$ cat config.mk
export PLATFORM = sky130hd
export DESIGN_NAME = particulate_sensor_frame_parser_unit
export DESIGN_NICKNAME = d
export VERILOG_FILES = /design/src/pspf_pkg.sv /design/src/particulate_sensor_frame_parser_unit.sv /design/src/pspf_front.sv /design/src/pspf_queue.sv /design/src/pspf_back.sv
export SDC_FILE = /design/constraint.sdc
export NUM_CORES = 1
export LEC_CHECK = 0
export BUFFER_PORTS_ARGS = -buffer_cell sky130_fd_sc_hd__buf_4
export CAP_MARGIN = 20
export CORE_MARGIN = 5
export CORE_UTILIZATION = 59
export DETAILED_ROUTE_END_ITERATION = 12
export PLACE_DENSITY = 0.87
export SLEW_MARGIN = 10
export SYNTH_ARGS = -nofsm -noshare
export SYNTH_HDL_FRONTEND = slang
export SYNTH_SLANG_ARGS = --single-unit
$ cat constraint.sdc
create_clock -name clk_i -period 4 [get_ports clk_i]
set_input_delay 0.6 -clock clk_i [delete_from_list [all_inputs] [get_ports clk_i]]
set_output_delay 0.6 -clock clk_i [all_outputs]
set_load 0.05 [all_outputs]
$ cat src/pspf_pkg.sv
// Shared types and constants for the particulate sensor frame parser.
// Used by the front, queue, back and top level; depends on nothing.
`timescale 1ns / 1ps

package pspf_pkg;

  // Framing bytes of the sensor serial protocol.
  localparam logic [7:0] START_BYTE  = 8'h42;
  localparam logic [7:0] SECOND_BYTE = 8'h4d;

  // Reset value of the sequence top register.
  localparam logic [7:0] SEQ_TOP_RESET = 8'd29;

  // Byte positions inside a frame, counted from the start byte.
  localparam int HDR2_IDX    = 1;
  localparam int PM25_HI_IDX = 6;
  localparam int PM25_LO_IDX = 7;
  localparam int PM10_HI_IDX = 8;
  localparam int PM10_LO_IDX = 9;

  // Depth of the frame record queue between front and back.
  localparam int QDEPTH  = 2;
  localparam int QPTR_W  = $clog2(QDEPTH);
  localparam int QCNT_W  = $clog2(QDEPTH + 1);

  // One parsed frame handed from the front to the back.
  typedef struct packed {
    logic        ok;
    logic [15:0] pm25;
    logic [15:0] pm10;
  } frame_rec_t;

endpackage

$ cat src/particulate_sensor_frame_parser_unit.sv
// Particulate sensor frame parser: one serial byte per cycle in while full is low,
// one result per frame out. Each frame's record enters the record queue on its last
// byte and moves into the result register once that register is free.
// Throughput: one byte every cycle while full is low; full rises only with two records
// queued and one result waiting, so three frames are buffered against a stalled consumer.
// Reset: hunting for the start byte, count zero, queues empty, sequence top 29.
`timescale 1ns / 1ps

module particulate_sensor_frame_parser_unit
  import pspf_pkg::*;
#(
  parameter int FRAME_BYTES = 32
) (
  input  logic        clk_i,
  input  logic        rst_ni,
  input  logic        push,
  output logic        full,
  input  logic [7:0]  rx_byte_i,
  input  logic        cfg_valid_i,
  output logic        cfg_ready_o,
  input  logic [7:0]  cfg_sequence_top_i,
  output logic        empty,
  input  logic        pop,
  output logic        frame_ok_o,
  output logic [15:0] pm25_value_o,
  output logic [15:0] pm10_value_o,
  output logic [7:0]  sequence_number_o
);

  logic       byte_valid;
  logic       rec_wr;
  frame_rec_t rec_wr_data;
  logic       rec_rd;
  frame_rec_t rec_rd_data;
  logic       rec_empty;
  logic       rec_full;

  // The register is always writable.
  assign cfg_ready_o = 1'b1;
  assign full        = rec_full;
  assign byte_valid  = push && !rec_full;

  pspf_front #(
    .FRAME_BYTES(FRAME_BYTES)
  ) u_front (
    .clk_i       (clk_i),
    .rst_ni      (rst_ni),
    .byte_valid_i(byte_valid),
    .rx_byte_i   (rx_byte_i),
    .rec_valid_o (rec_wr),
    .rec_o       (rec_wr_data)
  );

  pspf_queue u_queue (
    .clk_i   (clk_i),
    .rst_ni  (rst_ni),
    .wr_i    (rec_wr),
    .wr_rec_i(rec_wr_data),
    .rd_i    (rec_rd),
    .rd_rec_o(rec_rd_data),
    .empty_o (rec_empty),
    .full_o  (rec_full)
  );

  pspf_back u_back (
    .clk_i            (clk_i),
    .rst_ni           (rst_ni),
    .cfg_valid_i      (cfg_valid_i),
    .cfg_data_i       (cfg_sequence_top_i),
    .rec_empty_i      (rec_empty),
    .rec_i            (rec_rd_data),
    .rec_rd_o         (rec_rd),
    .pop_i            (pop),
    .empty_o          (empty),
    .frame_ok_o       (frame_ok_o),
    .pm25_value_o     (pm25_value_o),
    .pm10_value_o     (pm10_value_o),
    .sequence_number_o(sequence_number_o)
  );

endmodule

$ cat src/pspf_front.sv
// Front part: tracks the frame position, keeps the running sum and captured words.
// Depends on pspf_pkg; emits one frame record on the last byte of each frame.
`timescale 1ns / 1ps

module pspf_front
  import pspf_pkg::*;
#(
  parameter int FRAME_BYTES = 32
) (
  input  logic       clk_i,
  input  logic       rst_ni,
  input  logic       byte_valid_i,
  input  logic [7:0] rx_byte_i,
  output logic       rec_valid_o,
  output frame_rec_t rec_o
);

  localparam int IDX_W = $clog2(FRAME_BYTES);

  logic [IDX_W-1:0] idx_q, idx_d;
  logic [15:0]      sum_q, sum_d;
  logic [7:0]       hdr_q, hdr_d;
  logic [15:0]      pm25_q, pm25_d;
  logic [15:0]      pm10_q, pm10_d;
  logic [7:0]       chk_hi_q, chk_hi_d;

  // Byte classification and field capture.
  always_comb begin
    idx_d       = idx_q;
    sum_d       = sum_q;
    hdr_d       = hdr_q;
    pm25_d      = pm25_q;
    pm10_d      = pm10_q;
    chk_hi_d    = chk_hi_q;
    rec_valid_o = 1'b0;
    rec_o.ok    = (hdr_q == SECOND_BYTE) && ({chk_hi_q, rx_byte_i} == sum_q);
    rec_o.pm25  = pm25_q;
    rec_o.pm10  = pm10_q;
    if (byte_valid_i) begin
      if (idx_q == '0) begin
        // Hunting: only the start byte opens a frame.
        if (rx_byte_i == START_BYTE) begin
          sum_d = {8'h00, rx_byte_i};
          idx_d = IDX_W'(1);
        end
      end else begin
        if (idx_q == IDX_W'(HDR2_IDX))    hdr_d          = rx_byte_i;
        if (idx_q == IDX_W'(PM25_HI_IDX)) pm25_d[15:8]   = rx_byte_i;
        if (idx_q == IDX_W'(PM25_LO_IDX)) pm25_d[7:0]    = rx_byte_i;
        if (idx_q == IDX_W'(PM10_HI_IDX)) pm10_d[15:8]   = rx_byte_i;
        if (idx_q == IDX_W'(PM10_LO_IDX)) pm10_d[7:0]    = rx_byte_i;
        if (idx_q < IDX_W'(FRAME_BYTES - 2)) begin
          sum_d = sum_q + {8'h00, rx_byte_i};
          idx_d = idx_q + IDX_W'(1);
        end else if (idx_q == IDX_W'(FRAME_BYTES - 2)) begin
          chk_hi_d = rx_byte_i;
          idx_d    = idx_q + IDX_W'(1);
        end else begin
          // Last byte: close the frame and go back to hunting.
          idx_d       = '0;
          rec_valid_o = 1'b1;
        end
      end
    end
  end

  // Frame position is control state; captured words need no reset.
  always_ff @(posedge clk_i or negedge rst_ni) begin
    if (!rst_ni) begin
      idx_q <= '0;
    end else begin
      idx_q <= idx_d;
    end
  end

  always_ff @(posedge clk_i) begin
    sum_q    <= sum_d;
    hdr_q    <= hdr_d;
    pm25_q   <= pm25_d;
    pm10_q   <= pm10_d;
    chk_hi_q <= chk_hi_d;
  end

  // A record leaves only on the last byte of a frame.
  a_rec_on_last: assert property (@(posedge clk_i) disable iff (!rst_ni)
    rec_valid_o |-> (idx_q == IDX_W'(FRAME_BYTES - 1)) && byte_valid_i)
    else $error("frame record without last byte");

endmodule

$ cat src/pspf_queue.sv
// Short register queue of frame records between the front and the back.
// Depends on pspf_pkg for the record type and the depth.
`timescale 1ns / 1ps

module pspf_queue
  import pspf_pkg::*;
(
  input  logic       clk_i,
  input  logic       rst_ni,
  input  logic       wr_i,
  input  frame_rec_t wr_rec_i,
  input  logic       rd_i,
  output frame_rec_t rd_rec_o,
  output logic       empty_o,
  output logic       full_o
);

  frame_rec_t        mem_q [QDEPTH];
  logic [QPTR_W-1:0] wr_ptr_q, rd_ptr_q;
  logic [QCNT_W-1:0] cnt_q;

  assign empty_o  = (cnt_q == '0);
  assign full_o   = (cnt_q == QCNT_W'(QDEPTH));
  assign rd_rec_o = mem_q[rd_ptr_q];

  // Pointer and fill count update.
  always_ff @(posedge clk_i or negedge rst_ni) begin
    if (!rst_ni) begin
      wr_ptr_q <= '0;
      rd_ptr_q <= '0;
      cnt_q    <= '0;
    end else begin
      if (wr_i) begin
        wr_ptr_q <= (wr_ptr_q == QPTR_W'(QDEPTH - 1)) ? '0 : wr_ptr_q + QPTR_W'(1);
      end
      if (rd_i) begin
        rd_ptr_q <= (rd_ptr_q == QPTR_W'(QDEPTH - 1)) ? '0 : rd_ptr_q + QPTR_W'(1);
      end
      if (wr_i && !rd_i) begin
        cnt_q <= cnt_q + QCNT_W'(1);
      end else if (rd_i && !wr_i) begin
        cnt_q <= cnt_q - QCNT_W'(1);
      end
    end
  end

  // Record storage.
  always_ff @(posedge clk_i) begin
    if (wr_i) begin
      mem_q[wr_ptr_q] <= wr_rec_i;
    end
  end

  a_no_overflow: assert property (@(posedge clk_i) disable iff (!rst_ni)
    !(wr_i && full_o && !rd_i))
    else $error("record queue overflow");

  a_no_underflow: assert property (@(posedge clk_i) disable iff (!rst_ni)
    !(rd_i && empty_o))
    else $error("record queue underflow");

endmodule

$ cat src/pspf_back.sv
// Back part: counts good frames and holds the result word for the consumer.
// Depends on pspf_pkg; owns the sequence top register.
`timescale 1ns / 1ps

module pspf_back
  import pspf_pkg::*;
(
  input  logic        clk_i,
  input  logic        rst_ni,
  input  logic        cfg_valid_i,
  input  logic [7:0]  cfg_data_i,
  input  logic        rec_empty_i,
  input  frame_rec_t  rec_i,
  output logic        rec_rd_o,
  input  logic        pop_i,
  output logic        empty_o,
  output logic        frame_ok_o,
  output logic [15:0] pm25_value_o,
  output logic [15:0] pm10_value_o,
  output logic [7:0]  sequence_number_o
);

  logic [7:0]  seq_top_q;
  logic [7:0]  cnt_q, cnt_d;
  logic [8:0]  cnt_inc;
  logic        out_valid_q;
  logic        ok_q;
  logic [15:0] pm25_q, pm10_q;
  logic [7:0]  seq_q;
  logic        load;

  // Take a record when the output word is free or being taken.
  assign load     = !rec_empty_i && (!out_valid_q || pop_i);
  assign rec_rd_o = load;

  // Good frames advance the count and wrap past the top.
  always_comb begin
    cnt_inc = {1'b0, cnt_q} + 9'd1;
    cnt_d   = cnt_q;
    if (rec_i.ok) begin
      cnt_d = (cnt_inc > {1'b0, seq_top_q}) ? 8'd0 : cnt_inc[7:0];
    end
  end

  // Control state: sequence top, good count and output valid.
  always_ff @(posedge clk_i or negedge rst_ni) begin
    if (!rst_ni) begin
      seq_top_q   <= SEQ_TOP_RESET;
      cnt_q       <= '0;
      out_valid_q <= 1'b0;
    end else begin
      if (cfg_valid_i) begin
        seq_top_q <= cfg_data_i;
      end
      if (load) begin
        cnt_q       <= cnt_d;
        out_valid_q <= 1'b1;
      end else if (pop_i) begin
        out_valid_q <= 1'b0;
      end
    end
  end

  // Output word.
  always_ff @(posedge clk_i) begin
    if (load) begin
      ok_q   <= rec_i.ok;
      pm25_q <= rec_i.pm25;
      pm10_q <= rec_i.pm10;
      seq_q  <= cnt_d;
    end
  end

  assign empty_o           = !out_valid_q;
  assign frame_ok_o        = ok_q;
  assign pm25_value_o      = pm25_q;
  assign pm10_value_o      = pm10_q;
  assign sequence_number_o = seq_q;

  a_bad_keeps_count: assert property (@(posedge clk_i) disable iff (!rst_ni)
    (load && !rec_i.ok) |=> (cnt_q == $past(cnt_q)) && (seq_q == cnt_q))
    else $error("bad frame changed the sequence count");

  a_good_steps_count: assert property (@(posedge clk_i) disable iff (!rst_ni)
    (load && rec_i.ok) |=> (cnt_q == 8'd0) || (cnt_q == $past(cnt_q) + 8'd1))
    else $error("good frame count step wrong");

endmodule
-- Word level (Yosys, flattened, before mapping)
Memory sizes are Yosys's and may differ from the RTL's.
Index checks and enable logic that the tools add are counted.
- output and inout bits: 44
- bits in latches: 0
- bits in registers: 131
- memory bits (read-only): 0
- input bits: 21
- RAM bits: 66
- memories: 1
- logic and storage cells: 86
- shift operators: 0
- eq/ne operators: 11
- divide/modulo/power cells: 0
- bitwise gates (word level): 2
- multipliers: 0
- reductions and logical operators: 24
- $add $sub $neg: 7
- multiplexer cells: 21
- $lt $le $gt $ge: 2
- memories (name ; depth ; bits a word ; rd ports ; clocked after Yosys merged registers in ; wr ports ; line ; source):
    u_queue.mem_q ; 2 ; 33 ; 1 ; 0 ; 1 ; pspf_queue.sv:18 ; frame_rec_t mem_q [QDEPTH];
- operator list (operator ; count):
    16-bit 2-to-1 mux ; 3
    5-bit 2-to-1 mux ; 4
    3-bit AND reduction ; 6
    16-bit by 8-bit adder with 16-bit output ; 1
    16-bit equality test ; 1
    8-bit by 7-bit equality test with 1-bit output, second input constant ; 2
    8-bit 2-to-1 mux ; 2
    5-bit by 3-bit equality test with 1-bit output, second input constant ; 2
    5-bit by 4-bit equality test with 1-bit output, second input constant ; 2
    1-bit 2-to-1 mux ; 10
    8-bit by 1-bit adder with 9-bit output, second input constant ; 1
    9-bit by 8-bit > comparator with 1-bit output ; 1
    2-bit nonzero test ; 3
    5-bit by 1-bit adder with 5-bit output, second input constant ; 1
    5-bit by 1-bit equality test with 1-bit output, second input constant ; 1
    5-bit equality test, second input constant ; 1
    1-bit logical AND ; 5
    1-bit zero test ; 5
    5-bit zero test ; 1
    5-bit < comparator, second input constant ; 1
    2-bit 2-to-1 mux ; 2
    4-bit AND reduction ; 1
    1-bit adder, second input constant ; 2
    2-bit by 1-bit adder with 2-bit output, second input constant ; 1
    7 further kinds ; 8

-- Logic depth before layout (Yosys ltp)
Gate-level depths: netlist (run 1).
- depth in word-level cells: 9
- depth in mapped cells: 13

-- By module
From an unflattened synthesis (run 1), not the netlist that was laid out.
- cell total of the unflattened synthesis: 528
- area, all modules: 8282.9 sq um
- modules (own cells, without submodules) (module ; cells an instance ; instances ; area each (sq um)):
    pspf_front ; 228 ; 1 ; 3136.8
    pspf_queue ; 119 ; 1 ; 2720.1
    pspf_back ; 178 ; 1 ; 2401.1
    particulate_sensor_frame_parser_unit ; 3 ; 1 ; 25.0

-- Least setup slack after synthesis (run 1)
Ideal clock, no wire load.
- path type: register to register
- start: register u_front.idx_q[0]
- end: memory u_queue.mem_q[0][0] in the netlist's numbering, enable pin
- stages on the path, launching flop included: 5
- data arrival time: 2.725 ns
- setup time: 0.427 ns
- setup slack: 0.848 ns
- cells stage by stage: dfrtp_1 -> inv_1 -> ha_1 -> nor4_2 -> nor2b_1
- word-level cells in the longest chain between the ends: 7
- elaborated cells between the ends (all ways): 9
- those cells by class: order compare (1); eq/ne (1); mux (6); reduce/logical (1)
- RTL lines (item ; line ; source):
    start, declared ; pspf_front.sv:20 ; logic [IDX_W-1:0] idx_q, idx_d;
    start signal, assigned ; pspf_front.sv:72 ; idx_q <= idx_d;
    parallel branches: the longest is 3 deep, another holds 5-bit < comparator ; -- ;
    1-bit 2-to-1 mux * ; pspf_front.sv:40 ; if (idx_q == '0) begin
    1-bit 2-to-1 mux * ; pspf_front.sv:39 ; if (byte_valid_i) begin
    named net rec_wr ; particulate_sensor_frame_parser_unit.sv:31 ; logic rec_wr;
    1-bit 2-to-1 mux * ; pspf_queue.sv:49 ; if (wr_i) begin
    1-bit 2-to-1 mux (implied by the code) * ; pspf_queue.sv:50 ; mem_q[wr_ptr_q] <= wr_rec_i;
    end, declared ; pspf_queue.sv:18 ;
Mark *: on every way through the listed nets, which the timed path passes.

-- Worst setup path in the final report (run 1)
- start: register u_back.cnt_q[0]
- end: register u_back.seq_q[5], in the netlist u_back.sequence_number_o[5] (data pin)
- word-level cells in the longest chain between the ends: 4
- RTL lines (item ; line ; source):
    start, declared ; pspf_back.sv:24 ; logic [7:0] cnt_q, cnt_d;
    start signal, assigned ; pspf_back.sv:56 ; cnt_q <= cnt_d;
    8-bit by 1-bit adder with 9-bit output * ; pspf_back.sv:38 ; cnt_inc = {1'b0, cnt_q} + 9'd1;
    9-bit by 8-bit > comparator with 1-bit output ; pspf_back.sv:41 ; cnt_d = (cnt_inc > {1'b0, seq_top_q}) ? 8'd0 : cnt_inc[7:0];
    8-bit 2-to-1 mux * ; pspf_back.sv:41 ;
    8-bit 2-to-1 mux * ; pspf_back.sv:40 ; if (rec_i.ok) begin
    named net u_back.cnt_d[5] ; pspf_back.sv:24 ;
    end signal, assigned ; pspf_back.sv:70 ; seq_q <= cnt_d;
    end, declared ; pspf_back.sv:29 ; logic [7:0] seq_q;
Mark *: on every way through the listed nets, which the timed path passes. The rest lies on a longest branch.
A chain may end at the register's enable or synchronous reset.

==> results of run 1 <==
## worst paths after layout
check | from | endpoint | slack, ns
worst max-delay path | u_back.cnt_q[0] | u_back.sequence_number_o[5] | 0.64
worst max register to register | u_back.cnt_q[0] | u_back.sequence_number_o[5] | 0.64
worst min register to register | u_front.pm10_q[11] | u_queue.mem_q[1][11] | 0.45
max in group asynchronous | rst_ni | u_back.seq_top_q[2] | 3.63
min in group clk_i | cfg_sequence_top_i[7] | u_back.seq_top_q[7] | 0.38
worst min-delay path | rst_ni | u_back.cnt_q[1] | 0.06
## sequential cells by signal, summed over array words and instances (netlist names)
register and flops:
u_back.out_valid_q 1, u_front.sum_q 16, u_queue.mem_q 66, u_back.pm10_value_o 16, u_back.pm25_value_o 16, u_back.cnt_q 8, u_front.pm25_q 16, u_front.chk_hi_q 8
u_front.hdr_q 8, u_back.frame_ok_o 1, u_back.sequence_number_o 8, u_back.seq_top_q 8, u_queue.wr_ptr_q 1, u_queue.rd_ptr_q 1, u_front.pm10_q 16, u_queue.cnt_q 2
u_front.idx_q 5
## routing by layer
layer / GRT usage [%] / up-vias / wire length, µm
li1: - / 2103 / -
met1: 24.10 / 2179 / 5774
met2: 31.97 / 219 / 7701
met3: 4.540 / 29 / 1086
met4: 7.382 / 0 / 286
met5: 0 / - / 0
## through the flow
stage / instances / setup WS [ns] / hold WS, ns / utilization [%] / area (µm²)
2_1_floorplan: 519 / 0.8475 / 0.3044 / - / 8038
3_3_place_gp: 754 / 1.076 / 0.4222 / 65.79 / 8747
3_5_place_dp: 754 / 0.8100 / 0.4340 / 65.79 / 8747
4_1_cts: 786 / 0.6915 / 0.06047 / 69.89 / 9291
5_1_grt: 788 / 0.4899 / 0.08303 / 69.98 / 9304
6_report: 788 / 0.6435 / 0.05940 / 69.98 / 9304
## layout make-up
type / count / area [µm²] / share of cell area, %
Clock inverter: 15 / 118.9 / 1.278
Clock buffer: 17 / 425.4 / 4.572
Sequential cell: 197 / 5791 / 62.24
Multi-Input combinational cell: 285 / 2102 / 22.59
Inverter: 23 / 86.33 / 0.9279
Tap cell: 176 / 220.2 / 2.367
Timing Repair Buffer: 75 / 560.5 / 6.025
## worst max-delay path, delay by kind of cell (launching register included)
kind | cells | cell delay [ns]
adder cells (fa/ha/maj) | 2 | 0.53
AND/OR/NAND/NOR | 7 | 1.15
AO/OA/AOI/OAI | 3 | 0.93
flip-flops | 1 | 0.48
## cells by family (layout without fill, tap and decap cells)
kind of cell             after synthesis  count (layout)  share of synthesized area, %
flip-flops                           197             197                         72.04
XOR/XNOR                              26              26                         2.833
adder cells (fa/ha/maj)               23              23                         3.674
multiplexers                          39              39                         5.448
AND/OR/NAND/NOR                      127             127                         8.266
buffers and inverters                 37             130                         1.837
other                                  1               1                       0.04666
AO/OA/AOI/OAI                         69              69                         5.853
## layout by cell type, fill, tap and decap left out, types with 22 or more instances in the layout
| cell type | count |
|---|---|
| sky130_fd_sc_hd__dfrtp_1 | 22 |
| sky130_fd_sc_hd__inv_1 | 23 |
| sky130_fd_sc_hd__nor2_1 | 29 |
| sky130_fd_sc_hd__nand2_1 | 30 |
| sky130_fd_sc_hd__edfxtp_1 | 171 |
| sky130_fd_sc_hd__o21ai_0 | 22 |
| sky130_fd_sc_hd__mux2_2 | 38 |
| sky130_fd_sc_hd__ha_1 | 22 |
| sky130_fd_sc_hd__buf_4 | 73 |
## power breakdown
| group | leakage, nW | internal (mW) | switching, mW |
|---|---|---|---|
| sequential | 1.90 | 2.70 | 0.215 |
| combinational | 1.33 | 0.788 | 1.42 |
| clock | 0.262 | 0.810 | 0.761 |
==> results.txt, run 1 <==
* Max stage delay on crit path: 0.48 ns
- Once detail routing completed, the nets flagged for antenna violations numbered 0.
- Leading cell types by count after synthesis: sky130_fd_sc_hd__edfxtp_1, sky130_fd_sc_hd__mux2_2, sky130_fd_sc_hd__nand2_1
- Among all stages on the critical path, the largest delay is contributed by sky130_fd_sc_hd__dfrtp_1.
- The die covers 16060 µm².
* Max-capacitance violation count: 0
* Max Fclk: 0.2979 GHz
- The max-slew violation count was 0.
- Summing internal, switching and leakage power gives 6.685 mW.
- Setup total negative slack on the finished layout was measured at 0 ns.
- The first routing iteration left roughly 470 violations.
* Crit Path Category: reg2reg
* Post-CTS resize count: 0
* Remaining max-slew budget at the tightest pin: 51.03%
- Die height: about 130 µm
- In the synthesized netlist the dominant register cell turns out to be sky130_fd_sc_hd__edfxtp_1.
- Clock slew seen by the registers of the worst setup and hold paths: 0.07 ns
- For this design the static power due to leakage is 3.488 nW.
- Worst hold path type: in2async
- Most frequent cell on the critical path: sky130_fd_sc_hd__nor2_1
- Slew @ Worst Pin: 0.7319 ns
- Cells with a size suffix above 1 make up 25.16% of the layout.
* Portion of the post-synthesis area used by sequential elements: 72.04%
* Result of the run: finished clean
- Power per cell area: 718.5 nW/µm²
* Core footprint: 13300 µm²
- Gate count after technology mapping: around 520
* Worst VDD drop: 0.0003963 V
- Number of buffers inserted to repair setup after CTS: 0
* Pin count of the biggest net entering global routing: 42
- Synth cell types: 53
- Root Driver: sky130_fd_sc_hd__clkbuf_16
- Synthesis inferred approximately 200 register bits.
* Syn nets: 563
* Detailed placer's ending HPWL: around 9.6 mm
- Number of synthesized flops with an enable pin: 171
- The net count of the finished layout is about 640.
- The count of endpoints failing hold in the final timing report was 0.
* Critical Path RT: 4.18 ns
* Maximum number of buffers from clock root to sink: 2
- Yosys warns: 0
* Mapped cell area: approximately 8000 µm²
* Detail-routed via count per cell: 5.749
- A synthesized cell averages 15.49 µm².
* Time the final worst path needs with I/O delays and setup: 3.357 ns
- The number of hold buffers added after CTS was 0.
* Setup repair after global routing missed its margin: no
- Counting cells, the worst reg-to-reg path comes to 12.
- Wire length after detailed routing: between 10 and 15 mm
* Share of the synthesized area in the top cell type: 63.89%
- Starting density of the core: 60.46%
* Number of buffers created by CTS: 17
* Highest net fanout along the worst path: 6
- TritonCTS built the clock tree.
- 0 antenna diodes ended up in the layout.
- Post-route DRC: 0
- In this run the number of H-tree levels came out at 4.
- Final Cycle Share: 83.91%
- The congestion estimate from routability-driven global placement came to 0.8771.
- Number of core rows: 42
- Of all cell types, the one taking the most synthesized area is sky130_fd_sc_hd__edfxtp_1.
* Latest clock arrival within the worst-skew pair: 0.43 ns
* Crit path DAT: 3.54 ns
- Setup clock skew after layout: between 0.01 and 0.015 ns
- Fill cells in the final layout number between 800 and 900.
- Global routing used 19.03% of the available tracks.
- Async set or reset register ratio after synthesis: 13.20%
* Via count of the first global-routing pass: 4451
* Number of primary I/O pins: 65
- Pre-antenna DRT Iters: 5
- Quantity of I/O buffers inserted on ports: 63
- Via count of the routed design: ~4500
* Sort of element at the start of the critical path: flip-flop
* Final setup violation count: 0
- After global routing the overflow that remains totals 0.
- Leading post-synthesis cells by cell area: sky130_fd_sc_hd__edfxtp_1, sky130_fd_sc_hd__dfrtp_1, sky130_fd_sc_hd__mux2_2
- Dividing the detail-routed wire length by the instance count gives about 19 µm.
* Number of sinks on the clock net: 197
- Wire length of the first global-routing pass: 23.35 mm
- The initial antenna violation count is 0.
* Most frequent cell after synthesis: sky130_fd_sc_hd__edfxtp_1
* Area growth from synthesis to layout: 15.75%
- The die is 126.7 µm wide.
- The signal on the critical path passes through ha_1 > nand3_1 > or2_1 > nor2_1 > nand2b_1 > ha_1 > nand4_1 > nor2_1 > a211oi_1 > o21bai_1 > nor2_1 > a221o_1.
- Critical Path End Type: flip-flop
Power figures use the tool's default switching activity.
==> inputs of run 2 (changes only) <==
- ABC_AREA: not set -> 1
- clock period: 4 -> 3.5 ns (I/O delays scaled with it)
==> results.txt, run 2 <==
- The final reports fail on negative hold slack.
- Ranked by flip-flop count, first place goes to u_queue.mem_q.
- Seq cells post-synth: 197 (unchanged)
* Pin count of the biggest net entering global routing: 51 (+21%)
- Yosys warns: 0 (unchanged)
- The post-placement cell count was 904 (+20%).
- Maximum number of buffers from clock root to sink: 2 (unchanged)
* Final setup violation count: 0 (unchanged)
- The number of resized instances in the post-cts repair step came to 0 (unchanged).
- Crit Path Category: reg2reg
* Via count of the first global-routing pass: 5056 (+14%)
* Setup repair after global routing missed its margin: no
- Result of the run: finished, violations left
- Die height: 127.4 µm (+0.55%)
- Slew @ Worst Pin: 0.8483 ns (+0.1164 ns)
* Synthesized-area fraction occupied by adder cells: 3.630% (-0.044 points)
* XOR/XNOR Fraction of Synth Area: 1.938% (-0.89 points)
- Max Fclk: 0.3883 GHz (+30%)
- Final Slew Violations: 0 (unchanged)
- Worst VDD drop: 0.0004146 V (+4.6%)
- The initial antenna violation count came to 0 (unchanged).
* Critical Path End Type: flip-flop
* Leading post-synthesis cells by cell area: sky130_fd_sc_hd__edfxtp_1, sky130_fd_sc_hd__nand2_1, sky130_fd_sc_hd__dfrtp_1
- TritonCTS clock tree: yes
* Leading cell types by count after synthesis: sky130_fd_sc_hd__nand2_1, sky130_fd_sc_hd__edfxtp_1, sky130_fd_sc_hd__inv_1
- The antenna diode instance count is 0 (unchanged).
- Final worst setup slack: 0.9247 ns (+0.2812 ns)
- The worst setup path is launched from a flip-flop.
* Post-DR wirelength/cell: 17.21 µm (-8.7%)
- Antenna viol nets, final: 0 (unchanged)
- The tree is rooted in a sky130_fd_sc_hd__clkbuf_16.
* Routability congestion estimate from global placement: 1.007 (+15%)
- Final design instance area without fill: 9407 µm² (+1.1%)
* Number of primary I/O pins: 65 (unchanged)
- The synthesized instance count came to 668 (+29%).
- The worst hold path belongs to the class in2async.
* Highest net fanout along the worst path: 8 (+2)
- The shortest period the worst path allows is 2.575 ns (-0.7812 ns).
* Share of cell area taken by muxes after synthesis: 0.1384% (-5.3 points)
* Number of buffers inserted to repair setup after CTS: 0 (unchanged)
- The wire length of the first global-routing pass came to 25.55 mm (+9.4%).
- Number of synthesized flops with an enable pin: 171 (unchanged)
* Top library cells by usage in the layout, fill and taps aside: sky130_fd_sc_hd__nand2_1, sky130_fd_sc_hd__edfxtp_1, sky130_fd_sc_hd__buf_4, sky130_fd_sc_hd__inv_1, sky130_fd_sc_hd__nor2_1
- The average cell area after synthesis came to 12.18 µm² (-21%).
* Remaining max-slew budget at the tightest pin: 43.24% (-7.8 points)
- Dominant combinational cell family by area after synthesis: simple AND/OR/NAND/NOR gates
- The H-tree depth is 4 (unchanged).
- The setup TNS was 0 ns (unchanged).
* Via count of the routed design: 5135 (+13%)
- Among all flip-flop cells after synthesis, the most frequent one is sky130_fd_sc_hd__edfxtp_1.
- The simple-gate share of the synthesized area is 16.12% (+7.9 points).
* Total of hold buffers inserted after clock tree synthesis: 0 (unchanged)
* Syn nets: 712 (+26%)
- Overall Global Routing Usage: 20.72% (+1.7 points)
- The starting density of the core is 59.29% (-1.2 points).
- Detailed placer's ending HPWL: 10.53 mm (+9.5%)
- Die ar.: 16230 µm² (+1.1%)
- The width of the chip was 127.4 µm (+0.55%).
- Number of buffers created by CTS: 17 (unchanged)
- Clock slew seen by the registers of the worst setup and hold paths: 0.08 ns (about the same)
* Number of non-filler instances in the completed layout: 936 (+19%)
- The number of library cell types mapped by synthesis is 39 (-26%).
* Worst Hold Margin: -0.003185 ns (-0.06258 ns)
- The flip-flop count of the largest register after layout came to 66 (unchanged).
* Mapped cell area: 8134 µm² (+1.2%)
- Max-capacitance violation count: 0 (unchanged)
- The proportion of layout cells with a drive suffix above 1 came to 18.92% (-6.2 points).
* Pre-CTS setup slack: 1.016 ns (+0.2062 ns)
- Latest clock arrival within the worst-skew pair: 0.44 ns (about the same)
* Most common cell after layout, fill and taps aside: sky130_fd_sc_hd__nand2_1
- Post-Place Cell Area: 8822 µm² (+0.86%)
- The area fraction of the dominant cell type after synthesis is 63.13% (-0.76 points).
* Pre-antenna DRT Iters: 6 (+1)
- Number of violations reported at the end of detailed-routing iteration 0: 532 (+13%)
- The layout overhead on the synthesized area came to 15.64% (about the same).
- The areal power density over the cells was 885.6 nW/µm² (+23%).
- The fraction of the cycle the final worst path needs came to 73.58% (-10 points).
* Count of final hold-check violations: 1 (+1)
* Core footprint: 13720 µm² (+3.2%)
- Count of filler cells inserted in the layout: 902 (+10%)
* Net total in the final layout: 787 (+22%)
* Wire length after detailed routing: 16.10 mm (+8.5%)
- The worst clock skew was 0.01814 ns (+0.007681 ns).
- sky130_fd_sc_hd__edfxtp_1 takes more of the synthesized area than any other cell.
- The number of port buffers came to 63 (unchanged).
* Number of core rows: 43 (+2.4%)
- The total leakage power was 3.926 nW (+13%).
- The critical path data arrival time came to 2.95 ns (-0.59 ns).
- The async set-or-reset flop fraction in the synthesized netlist came to 13.20% (unchanged).
- Number of sinks on the clock net: 197 (unchanged)
- Critical Path RT: 3.87 ns (-0.31 ns)
* Final global-route overflow total: 0 (unchanged)
- Portion of the post-synthesis area used by sequential elements: 71.19% (-0.85 points)
* Detail-routed via count per cell: 5.486 (-4.6%)
* Post-route DRC: 0 (unchanged)
- Most frequent cell after synthesis: sky130_fd_sc_hd__nand2_1
* Fraction of the mapped netlist area in compound gates: 3.153% (-2.7 points)
-- run 2: cell types whose count changed in the layout (fill, tap and decap cells not counted), sizes merged, moves of 10 or more --
cell | before | now
inv | 31 | 71
mux2 | 38 | 1
nand2 | 30 | 220
nand3 | 10 | 23
nor2 | 29 | 43
nor2b | 10 | 0
-- run 2: power by group --
part / total [mW] / internal (mW) / switching, mW
clock: 1.88 / 0.958 / 0.920
combinational: 2.98 / 0.847 / 2.13
sequential: 3.47 / 3.20 / 0.271
total: 8.33 / 5.01 / 3.32
-- run 2: worst paths after layout --
check                                  start                   to  slack, ns  depth (start not counted)
max                          u_back.cnt_q[0]      u_back.cnt_q[0]       0.92                         14
min                                   rst_ni     u_front.idx_q[1]     -0.003                          1
max reg2reg                  u_back.cnt_q[0]      u_back.cnt_q[0]       0.92                         14
min reg2reg                u_front.pm10_q[3]  u_queue.mem_q[0][3]       0.45                          0
max in group asynchronous             rst_ni  u_back.seq_top_q[0]       3.18                          1
min in group clk_i                       pop   u_back.out_valid_q       0.28                          2
-- run 2: cell type report --
cell class | count | area, µm² | area share, %
flip-flops and latches | 197 | 5791 | 61.56
multi-input cells | 395 | 2052 | 21.81
repair buffers | 69 | 518.0 | 5.507
clock buffers | 18 | 429.2 | 4.562
inverters | 63 | 236.5 | 2.514
well taps | 180 | 225.2 | 2.394
clock inverters | 14 | 155.1 | 1.649
-- run 2: kinds of logic (layout without fill, tap and decap cells) --
family,count (synthesis),count (layout)
flip-flops,197,197
AND/OR/NAND/NOR,305,305
other,1,1
adder cells (fa/ha/maj),23,23
multiplexers,1,1
XOR/XNOR,18,18
buffers and inverters,76,164
AO/OA/AOI/OAI,47,47
-- run 2: metrics by stage --
step	hold WS (ns)	utilization (%)	power (mW)
finish	-0.003185	68.56	8.330
detailed placement	0.4304	64.30	6.459
CTS	0.003586	68.56	8.345
global placement	0.4231	64.30	6.314
floorplan	0.2294	-	5.596
global route	0.01344	68.56	8.742
-- run 2: critical path, cell delays in order (launching register included) --
cell,delay [ns]
sky130_fd_sc_hd__dfrtp_1,0.53
sky130_fd_sc_hd__ha_1,0.27
sky130_fd_sc_hd__nand3_2,0.13
sky130_fd_sc_hd__xor2_1,0.27
sky130_fd_sc_hd__inv_1,0.09
sky130_fd_sc_hd__ha_1,0.30
sky130_fd_sc_hd__nand2_1,0.05
sky130_fd_sc_hd__inv_1,0.09
sky130_fd_sc_hd__nand4_1,0.11
sky130_fd_sc_hd__nand3b_1,0.22
sky130_fd_sc_hd__nand2_4,0.16
sky130_fd_sc_hd__nand2_1,0.08
sky130_fd_sc_hd__nand2_2,0.07
sky130_fd_sc_hd__nand2_1,0.06
sky130_fd_sc_hd__nand2_1,0.08
-- run 2: layer usage --
| layer | routed length, µm | vias up | share of wire [%] | global-route usage, % |
|---|---|---|---|---|
| met2 | 8374 | 237 | 52 | 36.30 |
| li1 | - | 2406 | - | - |
| met4 | 367 | 0 | 2.3 | 7.129 |
| met3 | 1025 | 37 | 6.4 | 5.017 |
| met5 | 0 | - | 0 | 0 |
| met1 | 6336 | 2455 | 39 | 25.20 |
==> inputs of run 3 (changes only) <==
- clock period: 3.5 -> 2.5 ns (I/O delays scaled with it)
==> results.txt, run 3 (synthesized netlist as in run 2, its figures left out) <==
* Core footprint: 13720 µm² (unchanged)
* Setup clock skew after layout: 0.01719 ns (-0.0009424 ns)
- The library cell used most frequently in the layout, excluding fill and tap cells, is sky130_fd_sc_hd__nand2_1.
* Number of buffers created by CTS: 17 (unchanged)
- Share of layout cells above drive strength 1: 20.03% (+1.1 points)
- Critical Path End Type: flip-flop
* Power per cell area: 1236 nW/µm² (+40%)
- The sink count of the clock tree came to 197 (unchanged).
* Max-capacitance violation count: 0 (unchanged)
* Post-DR wirelength/cell: 16.70 µm (-2.9%)
- Largest register FFs: 66 (unchanged)
- Max Fclk: 0.4333 GHz (+12%)
- The routability congestion estimate came to 0.9345 (-7.2%).
- Portion of total power attributed to combinational logic: 35.6% (-0.2 points)
* Die height: 127.4 µm (unchanged)
- Wire length of the first global-routing pass: 25.18 mm (-1.5%)
* Critical-path cell with the highest stage delay: sky130_fd_sc_hd__dfrtp_2
- The routed via count divided by cell count is 5.450 (-0.65%).
- The starting density of the core is 59.29% (unchanged).
* Pin count of the biggest net entering global routing: 51 (unchanged)
- Result of the run: finished clean
- The H-tree depth was 4 (unchanged).
- Worst hold path type: in2reg
* Number of violations reported at the end of detailed-routing iteration 0: 415 (-22%)
* Most frequent cell on the critical path: sky130_fd_sc_hd__nand2_1
- TritonCTS built the clock tree.
- Top library cells by usage in the layout, fill and taps aside: sky130_fd_sc_hd__nand2_1, sky130_fd_sc_hd__edfxtp_1, sky130_fd_sc_hd__buf_4, sky130_fd_sc_hd__inv_1, sky130_fd_sc_hd__nor2_1
- Final Cycle Share: 92.31% (+19 points)
* Static Leak: 3.982 nW (+1.4%)
- Number of instances in the placed design: 911 (+0.77%)
* Critical Path RT: 2.88 ns (-0.99 ns)
* Final cell utilization of the core: 69.44% (+0.88 points)
* Cell internal pwr: 7.133 mW (+42%)
* Post-route DRC: 0 (unchanged)
- Wire length after detailed routing: 15.77 mm (-2.1%)
- The number of nets in the layout came to 795 (+1.0%).
* Worst VDD drop: 0.0006384 V (+54%)
- Sort of element at the start of the critical path: flip-flop
- Most flops, register: u_queue.mem_q
* Latest clock arrival within the worst-skew pair: 0.45 ns (about the same)
- Die ar.: 16230 µm² (unchanged)
- The post-CTS setup-driven buffer insertion count was 0 (unchanged).
- Diode count: 0 (unchanged)
- Crit Path Category: reg2reg
- The clock transition at the registers of the reported paths came to 0.07 ns (about the same).
* Detailed placer's ending HPWL: 10.22 mm (-2.9%)
- Slew @ Worst Pin: 0.5904 ns (-0.2579 ns)
- Maximum number of buffers from clock root to sink: 2 (unchanged)
- The max-slew headroom at the worst pin came to 60.64% (+17 points).
- The number of iterations in the first detailed-routing pass came to 6 (unchanged).
- The final instance count without filler cells was 944 (+0.85%).
* Via count of the routed design: 5145 (+0.19%)
- Max stage delay on crit path: 0.45 ns (-0.08 ns)
- Among cell families on the critical path, the largest total delay comes from simple AND/OR/NAND/NOR gates.
- Die X: 127.4 µm (unchanged)
- Final Slew Violations: 0 (unchanged)
- Crit path DAT: 2.69 ns (-0.26 ns)
* Final setup violation count: 0 (unchanged)
* Overall Global Routing Usage: 20.44% (-0.28 points)
- Time the final worst path needs with I/O delays and setup: 2.308 ns (-0.2677 ns)
* Quantity of I/O buffers inserted on ports: 63 (unchanged)
- CTS placed an instance of sky130_fd_sc_hd__clkbuf_16 at the clock tree root.
- The number of primary I/O pins is 65 (unchanged).
- Seq pwr share: 41.2% (-0.5 points)
* Worst Path Buf+Inv: 2 (unchanged)
* Count of final hold-check violations: 0 (-1)
- The initial antenna violation count came to 0 (unchanged).
- The via count of the first global-routing pass came to 5087 (+0.61%).
* Net Switching: 4.639 mW (+40%)
- Number of core rows: 43 (unchanged)
- The post-detailed-route count of antenna-violating nets was 0 (unchanged).
- Highest net fanout along the worst path: 8 (unchanged)
- The part of the total power dissipated in the clock network is 23.2% (+0.7 points).
- Setup repair after global routing missed its margin: no
- Traced cell by cell, the critical path runs through ha_1 > nand3_2 > xor2_2 > inv_1 > ha_1 > nand2_1 > inv_1 > nand4_1 > nand3b_1 > nand2_4 > nand2_1 > nand2_2 > nand2_1 > nand2_1.
- Final global-route overflow total: 0 (unchanged)
- Compared with the post-synthesis result, the final layout area differs by 17.12%.
- Fraction of power spent switching nets: 39.41% (-0.50 points)
==> run 3: cell count changes in the layout (fill, tap and decap cells not counted), moves of 2 or more <==
| cell | delta |
|---|---|
| sky130_fd_sc_hd__buf_4 | +5 |
| sky130_fd_sc_hd__buf_12 | +2 |
| sky130_fd_sc_hd__dfrtp_1 | -2 |
| sky130_fd_sc_hd__dfrtp_2 | +2 |
| sky130_fd_sc_hd__inv_6 | -2 |
| sky130_fd_sc_hd__inv_8 | +2 |
==> run 3: worst reg2reg max path: stages, from the launching register on <==
cell	delay, ns
sky130_fd_sc_hd__dfrtp_2	0.45
sky130_fd_sc_hd__ha_1	0.25
sky130_fd_sc_hd__nand3_2	0.13
sky130_fd_sc_hd__xor2_2	0.18
sky130_fd_sc_hd__inv_1	0.08
sky130_fd_sc_hd__ha_1	0.31
sky130_fd_sc_hd__nand2_1	0.06
sky130_fd_sc_hd__inv_1	0.07
sky130_fd_sc_hd__nand4_1	0.07
sky130_fd_sc_hd__nand3b_1	0.20
sky130_fd_sc_hd__nand2_4	0.15
sky130_fd_sc_hd__nand2_1	0.09
sky130_fd_sc_hd__nand2_2	0.07
sky130_fd_sc_hd__nand2_1	0.06
sky130_fd_sc_hd__nand2_1	0.08
==> run 3: routing by layer <==
metal	routed length (µm)	global-route usage, %	share of wire [%]	up-vias
li1	-	-	-	2421
met1	6132	24.30	39	2453
met2	8206	36.08	52	229
met3	1057	4.933	6.7	42
met4	372	7.697	2.4	0
met5	0	0	0	-
==> run 3: what timing repair did <==
| item | in CTS | in global routing |
|---|---|---|
| setup endpoints to repair | 0 | 7 |
| hold buffers | 1 | 0 |
| endpoints found under the hold margin | 22 | 0 |
| gates resized for setup | 0 | 3 |
==> run 3: worst paths after layout <==
check / from / endpoint / slack (ns) / cells past startpoint
min in group asynchronous: rst_ni / u_back.out_valid_q / 0.38 / 2
worst min register to register: u_front.pm10_q[5] / u_queue.mem_q[0][5] / 0.45 / 0
max in group asynchronous: rst_ni / u_back.seq_top_q[2] / 1.80 / 2
worst max-delay path: u_back.cnt_q[0] / u_back.cnt_q[5] / 0.19 / 14
worst min-delay path: pop / u_back.out_valid_q / 0.1 / 2
worst max register to register: u_back.cnt_q[0] / u_back.cnt_q[5] / 0.19 / 14
==> run 3: cell type report <==
cell class / instances / area (µm²)
well taps: 180 / 225.2
inverters: 63 / 236.5
flip-flops and latches: 197 / 5793
multi-input cells: 395 / 2059
clock buffers: 17 / 425.4
repair buffers: 77 / 605.6
fillers: 861 / 4193
clock inverters: 15 / 181.4
==> run 3: power by group through the flow <==
stage	Clock (mW)	Combinational (mW)	Sequential [mW]
3_5_place_dp	0	4.14	4.91
5_1_grt	2.92	4.53	4.92
2_1_floorplan	0	1.84	6.00
6_report	2.73	4.19	4.85
3_3_place_gp	0	3.99	4.88
4_1_cts	2.76	4.19	4.85
==> run 3: stage by stage <==
step	setup TNS, ns	setup slack, ns	cell area, µm²	hold slack (ns)	power [mW]
5_1_grt	0	0.02294	9527	0.1138	12.37
3_5_place_dp	0	0.1987	8900	0.3089	9.052
2_1_floorplan	-25.02	-0.3791	8134	0.07941	7.835
6_report	0	0.1923	9527	0.09788	11.77
3_3_place_gp	0	0.2833	8900	0.3021	8.865
4_1_cts	0	0.1727	9517	0.08348	11.80
